<file path="src/design/bhit_pkg.sv">
// ----------------------------------------------------------------------------
// bhit_pkg
// Shared types and codes for the bucketed hash index table.
// ----------------------------------------------------------------------------
package bhit_pkg;

  typedef enum logic [1:0] {
    ACT_LOOKUP = 2'd0,
    ACT_INSERT = 2'd1,
    ACT_CLEAR  = 2'd2
  } action_t;

  typedef enum logic [1:0] {
    ST_DONE        = 2'd0,
    ST_NOT_FOUND   = 2'd1,
    ST_BUCKET_FULL = 2'd2,
    ST_TABLE_FULL  = 2'd3
  } status_t;

  typedef enum logic [0:0] {
    CFG_HASH_MULT   = 1'b0,
    CFG_BUCKET_BITS = 1'b1
  } cfg_reg_t;

  localparam int MULT_WIDTH  = 31;
  localparam int BBITS_WIDTH = 4;
  localparam int IN_KEY_W    = 31;
  localparam int SLOT_WIDTH  = 8;
  localparam int NSLOT_WIDTH = 9;
  localparam int HASH_WIDTH  = 32;

  typedef struct packed {
    action_t               action;
    logic [IN_KEY_W-1:0]   key;
  } in_item_t;

  typedef struct packed {
    logic [SLOT_WIDTH-1:0] slot_index;
    status_t               status;
  } out_item_t;

  typedef struct packed {
    logic load;
    logic mult;
    logic fold;
    logic read;
    logic eval;
    logic clr_step;
    logic resp_trivial;
    logic resp_clear;
  } cmd_t;

  typedef struct packed {
    logic op_hash;
    logic op_clear;
    logic clr_last;
  } stat_t;

endpackage

</file>
<file path="src/design/bhit_ctrl.sv">
// ----------------------------------------------------------------------------
// bhit_ctrl
// Sequencer: hash, bucket read, evaluate/write back, and the clearing sweep.
// ----------------------------------------------------------------------------
module bhit_ctrl (
  input  logic           clk,
  input  logic           rst_n,
  input  logic           start,
  output logic           busy,
  input  bhit_pkg::stat_t stat,
  output bhit_pkg::cmd_t  cmd
);

  typedef enum logic [5:0] {
    S_IDLE  = 6'b000001,
    S_MULT  = 6'b000010,
    S_FOLD  = 6'b000100,
    S_READ  = 6'b001000,
    S_EVAL  = 6'b010000,
    S_CLEAR = 6'b100000
  } state_t;

  state_t state_r, state_nxt;
  logic   reply_r, reply_nxt;

  always_comb begin
    state_nxt = state_r;
    reply_nxt = reply_r;
    cmd       = '0;
    unique case (state_r)
      S_IDLE: begin
        if (start) begin
          cmd.load = 1'b1;
          if (stat.op_clear) begin
            state_nxt = S_CLEAR;
            reply_nxt = 1'b1;
          end else if (stat.op_hash) begin
            state_nxt = S_MULT;
          end else begin
            cmd.resp_trivial = 1'b1;
          end
        end
      end
      S_MULT: begin
        cmd.mult  = 1'b1;
        state_nxt = S_FOLD;
      end
      S_FOLD: begin
        cmd.fold  = 1'b1;
        state_nxt = S_READ;
      end
      S_READ: begin
        cmd.read  = 1'b1;
        state_nxt = S_EVAL;
      end
      S_EVAL: begin
        cmd.eval  = 1'b1;
        state_nxt = S_IDLE;
      end
      S_CLEAR: begin
        cmd.clr_step = 1'b1;
        if (stat.clr_last) begin
          cmd.resp_clear = reply_r;
          reply_nxt      = 1'b0;
          state_nxt      = S_IDLE;
        end
      end
      default: begin
        state_nxt = S_IDLE;
      end
    endcase
  end

  always_ff @(posedge clk) begin
    if (!rst_n) begin
      state_r <= S_CLEAR;
      reply_r <= 1'b0;
    end else begin
      state_r <= state_nxt;
      reply_r <= reply_nxt;
    end
  end

  assign busy = (state_r != S_IDLE);

  a_clear_reply_at_end: assert property (@(posedge clk) disable iff (!rst_n)
    cmd.resp_clear |-> (stat.clr_last && state_r == S_CLEAR))
    else $error("clear reply before end of sweep");

  a_hash_latency: assert property (@(posedge clk) disable iff (!rst_n)
    (start && !busy && stat.op_hash) |-> ##4 cmd.eval)
    else $error("lookup/insert did not reach evaluate in four cycles");

endmodule

</file>
<file path="config.mk">
export PLATFORM = sky130hd
export DESIGN_NAME = bhit_ctrl
export DESIGN_NICKNAME = d
export VERILOG_FILES = /design/src/design/bhit_pkg.sv /design/src/design/bhit_ctrl.sv
export SDC_FILE = /design/constraint.sdc
export NUM_CORES = 1
export LEC_CHECK = 0
export ABC_AREA = 1
export BUFFER_PORTS_ARGS = -buffer_cell sky130_fd_sc_hd__buf_4
export CAP_MARGIN = 20
export CORE_AREA = 2 2 39 41
export DETAILED_ROUTE_END_ITERATION = 8
export DIE_AREA = 0 0 41 43
export PLACE_DENSITY = 0.53
export RECOVER_POWER = 100
export SYNTH_ARGS = -nofsm -noshare
export SYNTH_HDL_FRONTEND = slang
export SYNTH_SLANG_ARGS = --single-unit
</file>
<file path="constraint.sdc">
create_clock -name clk -period 1.4 [get_ports clk]
set_input_delay 0.35 -clock clk [delete_from_list [all_inputs] [get_ports clk]]
set_output_delay 0.35 -clock clk [all_outputs]
set_load 0.02 [all_outputs]
</file>
== Word-level counts from Yosys, hierarchy flattened ==
Cells that the tools add are included.

* Eq/ne operators: 11
* Multiplexer cells: 22
* Reductions and logical operators: 3

{| class="wikitable"
|+ Operators by type and width
! cell !! count
|-
| one-hot mux 6 bit (5 select lines) || 1
|-
| 2-to-1 mux 6 bit || 4
|-
| 2-to-1 mux 1 bit || 16
|-
| equality test 6 x 1 -> 1 bit, second input constant || 1
|-
| equality test 6 x 2 -> 1 bit, second input constant || 1
|-
| equality test 6 x 3 -> 1 bit, second input constant || 1
|-
| equality test 6 x 4 -> 1 bit, second input constant || 1
|-
| equality test 6 x 5 -> 1 bit, second input constant || 1
|-
| equality test 6 bit, second input constant || 1
|-
| != test 2 bit, second input constant || 3
|-
| != test 6 x 1 -> 1 bit, second input constant || 1
|-
| AND reduction 4 bit || 1
|-
| != test 3 bit, second input constant || 1
|-
| AND reduction 3 bit || 1
|-
| one-hot mux 1 bit (2 select lines) || 1
|-
| nonzero test 2 bit || 1
|}

* Register bits after elaboration: 7
* Input bits: 6
* Output and inout port bits: 9
* Word-level logic and storage cells: 38

== Longest topological paths before layout ==
* Word-level depth: 4
* Gate-level depth with buffers: 7
* Gate-level depth less buffers: 7

== Worst setup path after synthesis ==
Ideal clock, no wire load.

* Path kind: register to output
* Start point: register state_r[2]
* End point: output cmd[3] (netlist name)
* Arrival: 1.050 ns
* Data required time: 1.050 ns
* Setup slack: 0.000 ns
* Stages on the path, launching flop included: 4
* Path buffers: 0
* Path through: dfxtp_1 > nor2_4 > nand2_1 > nor3_1

{| class="wikitable"
|+ RTL lines
! what !! line !! source
|-
| start: declaration || bhit_ctrl.sv:23 || <nowiki>state_t state_r, state_nxt;</nowiki>
|-
| start signal: assignment || bhit_ctrl.sv:79 || <nowiki>state_r <= state_nxt;</nowiki>
|-
| end: declaration || bhit_ctrl.sv:11 || <nowiki>output bhit_pkg::cmd_t cmd</nowiki>
|}

==> results.yml <==
outcome:
  status: "finished, violations left"
  violations: "negative setup slack"
timing:
  whs_ns: 0.3330
  min_period_ns: 1.567
  fmax_ghz: 0.6381
  relSlewSlack_pct: 86.89
  worst_pin_slew_ns: 0.1959
  hold_violations: 0
  finalCritPeriodShare_pct: 111.9
  rsz0062_at_grt: "yes"
  fin_ws_ns: -0.1672
  worst_clock_skew_ns: 0.001227
  slew_viol_final: 0
  setup_viol_count_final: 9
  tns_ns: -1.038
cts:
  clockRootBuffer: "clkbuf_4"
  clkTransAtPathRegs_ns: 0.06
  cts_max_level: 1
  clk_latency_ns: 0.26
  cts_buffer_depth: 2
  clock_sinks: 7
  cts_tree: "done"
  numCtsBuffers: 3
global_route:
  grt_pass1_wl_mm: 1.759
  grt_pass1_vias: 449
  grt_max_degree: 9
  grt_overflow: 0
  grt_use_total_pct: 15.46
  antenna_found_initial: 0
setup_path:
  end_kind: "primary output"
  crit_type: "reg -> out"
  cp-startpoint: "state_r[4]"
  critPathTopFamily: "flip-flops"
  crit_fanout: 6
  required_ns: 1.05
  worstPathCellList: "nor2_4, buf_6, nand2_2, nor2_1, buf_4"
  crit_buf_inv: 2
  r2r-start: "state_r[4]"
  start_kind: "flip-flop"
  slowest_stage: "dfxtp_4"
  arrival_ns: 1.22
  crit_path_max_incr_delay_ns: 0.35
cells_and_area:
  diodes: 0
  syn2layout_area_growth_pct: 68.25
  nets: 99
  drive_gt1_share_pct: 52.17
floorplanning:
  start_util_pct: 30.47
  rows: 14
  die_h_um: 43
  io_pins: 15
  core_area_um2: 1384
  fp.dieW_um: 41
  die-area_um2: 1763
drt:
  wl_mm: 1.066
  viasPerCell: 4.565
  dr_total_vias: 493
  wl_per_cell_um: 9.870
  drcViolationCount: 0
  ant_nets: 0
  first_pass_iters: 4
  dr.first_iter.drc_count: 9
place:
  io_buffers: 14
  post-dp-hpwl_um: 719.6
  place_congestion: 0.7251
yosys:
  synth_edf_count: 0
  netlist_instances: 64
  synthTopCellsByCount: "nor2_1 (14), inv_1 (13), dfxtp_1 (7), nand2_1 (7), nand3_1 (6)"
  async_reset_ff_share_pct: 0
  synth_top_area_share_pct: 33.23
  yosysSeqAreaShare_pct: 33.23
  yosysMostFrequentCell: "nor2_1"
  ys_warn_count: 0
  netlist_area_um2: 421.7
  syn_avg_cell_area_um2: 6.588
  syn-num-nets: 70
  yosysTopAreaCell: "dfxtp_1"
  synth.ff_latch_count: 7
  yosys_most_used_dff: "dfxtp_1"
  synth_cell_types: 14
  synthTopCellsByArea: "dfxtp_1 (33%), nor2_1 (12%), inv_1 (12%), nor2_4 (8.0%), nand3_1 (7.1%)"
pwr:
  vdd_ir_drop_max_uv: 352.4
  p_leak_nw: 0.3660
  power.density_nw_per_um2: 785.2
worst_hold_path:
  hold_class: "in -> reg"
  min-delay-start: "rst_n"
job:
  cap_viol_max_count: 0
-- layout make-up --
| cell class | instances | area, µm² |
|---|---|---|
| clock buffer | 4 | 26.28 |
| multi-input combinational | 43 | 266.5 |
| inverter | 14 | 52.55 |
| fill | 146 | 674.4 |
| tap | 16 | 20.02 |
| timing repair buffer | 24 | 191.4 |
| sequential | 7 | 152.6 |
-- sequential cells by signal (all words and copies together) (netlist names) --
name,flops
state_r,6
reply_r,1
-- kinds of logic (layout without fill, tap and decap cells) --
logic type,count (synthesis),count (layout),synth area share (%)
and+or+nand+nor,42,42,52.23
buffers and inverters,14,42,12.46
DFF,7,7,33.23
AOI/OAI and AO/OA,1,1,2.078
-- cells in the final DEF, fill, tap and decap left out --
cell type and instances:
inv_1 11, nand4_1 4, nor2_4 4, inv_2 3, dfxtp_4 2, nor2_1 13
buf_4 21, nor2_2 2, nor3_2 1, buf_6 3, a21oi_2 1, nand3_4 2
clkbuf_4 3, nand2_2 1, nand2_1 7, nand3_1 4, clkbuf_1 1, or2_1 1
nand4_2 1, nor3_1 2, dfxtp_2 4, dfxtp_1 1
-- metrics by stage --
step / util, % / area [µm²] / setup slack, ns / power (mW) / cells
2_1_floorplan: - / 421.7 / 0.0001935 / 0.2918 / 64
3_3_place_gp: 39.51 / 546.8 / 0.1021 / 0.3313 / 94
3_5_place_dp: 39.51 / 546.8 / 0.1066 / 0.3297 / 94
4_1_cts: 48.10 / 665.6 / -0.1436 / 0.5535 / 107
5_1_grt: 51.27 / 709.4 / -0.2409 / 0.5896 / 108
6_report: 51.27 / 709.4 / -0.1672 / 0.5571 / 108
-- metal layers --
layer | track usage [%] | wire length [µm]
met1 | 17.68 | 451
met2 | 23.44 | 534
met3 | 1.571 | 43
met4 | 14.00 | 37
met5 | 0 | 0
-- worst min-delay path: cells and delay by family --
family | cells | cell delay [ns]
buf+inv | 1 | 0.09
simple gates | 2 | 0.12
-- what timing repair did --
| item | 4_1_cts | 5_1_grt |
|---|---|---|
| setup buffers | 9 | 4 |
| setup endpoints to repair | 9 | 11 |
| hold buffers | 0 | 0 |
| pin swaps | 5 | 4 |
| gates resized for setup | 9 | 11 |
-- report_power, final --
part           internal (mW)  switching [mW]  leakage (nW)
Clock                  0.109          0.0841        0.0150
Sequential             0.206         0.00997        0.0599
Combinational         0.0683          0.0790         0.291
Total                  0.384           0.173         0.366
-- path summary, 6_finish.rpt --
path / slack (ns) / cells past startpoint / to
setup / recovery: -0.17 / 5 / cmd[6]
hold / removal: 0.33 / 3 / reply_r
setup reg to reg: 0.16 / 8 / state_r[0]
hold reg to reg: 0.48 / 2 / reply_r
(Power assumes the default switching activity.)
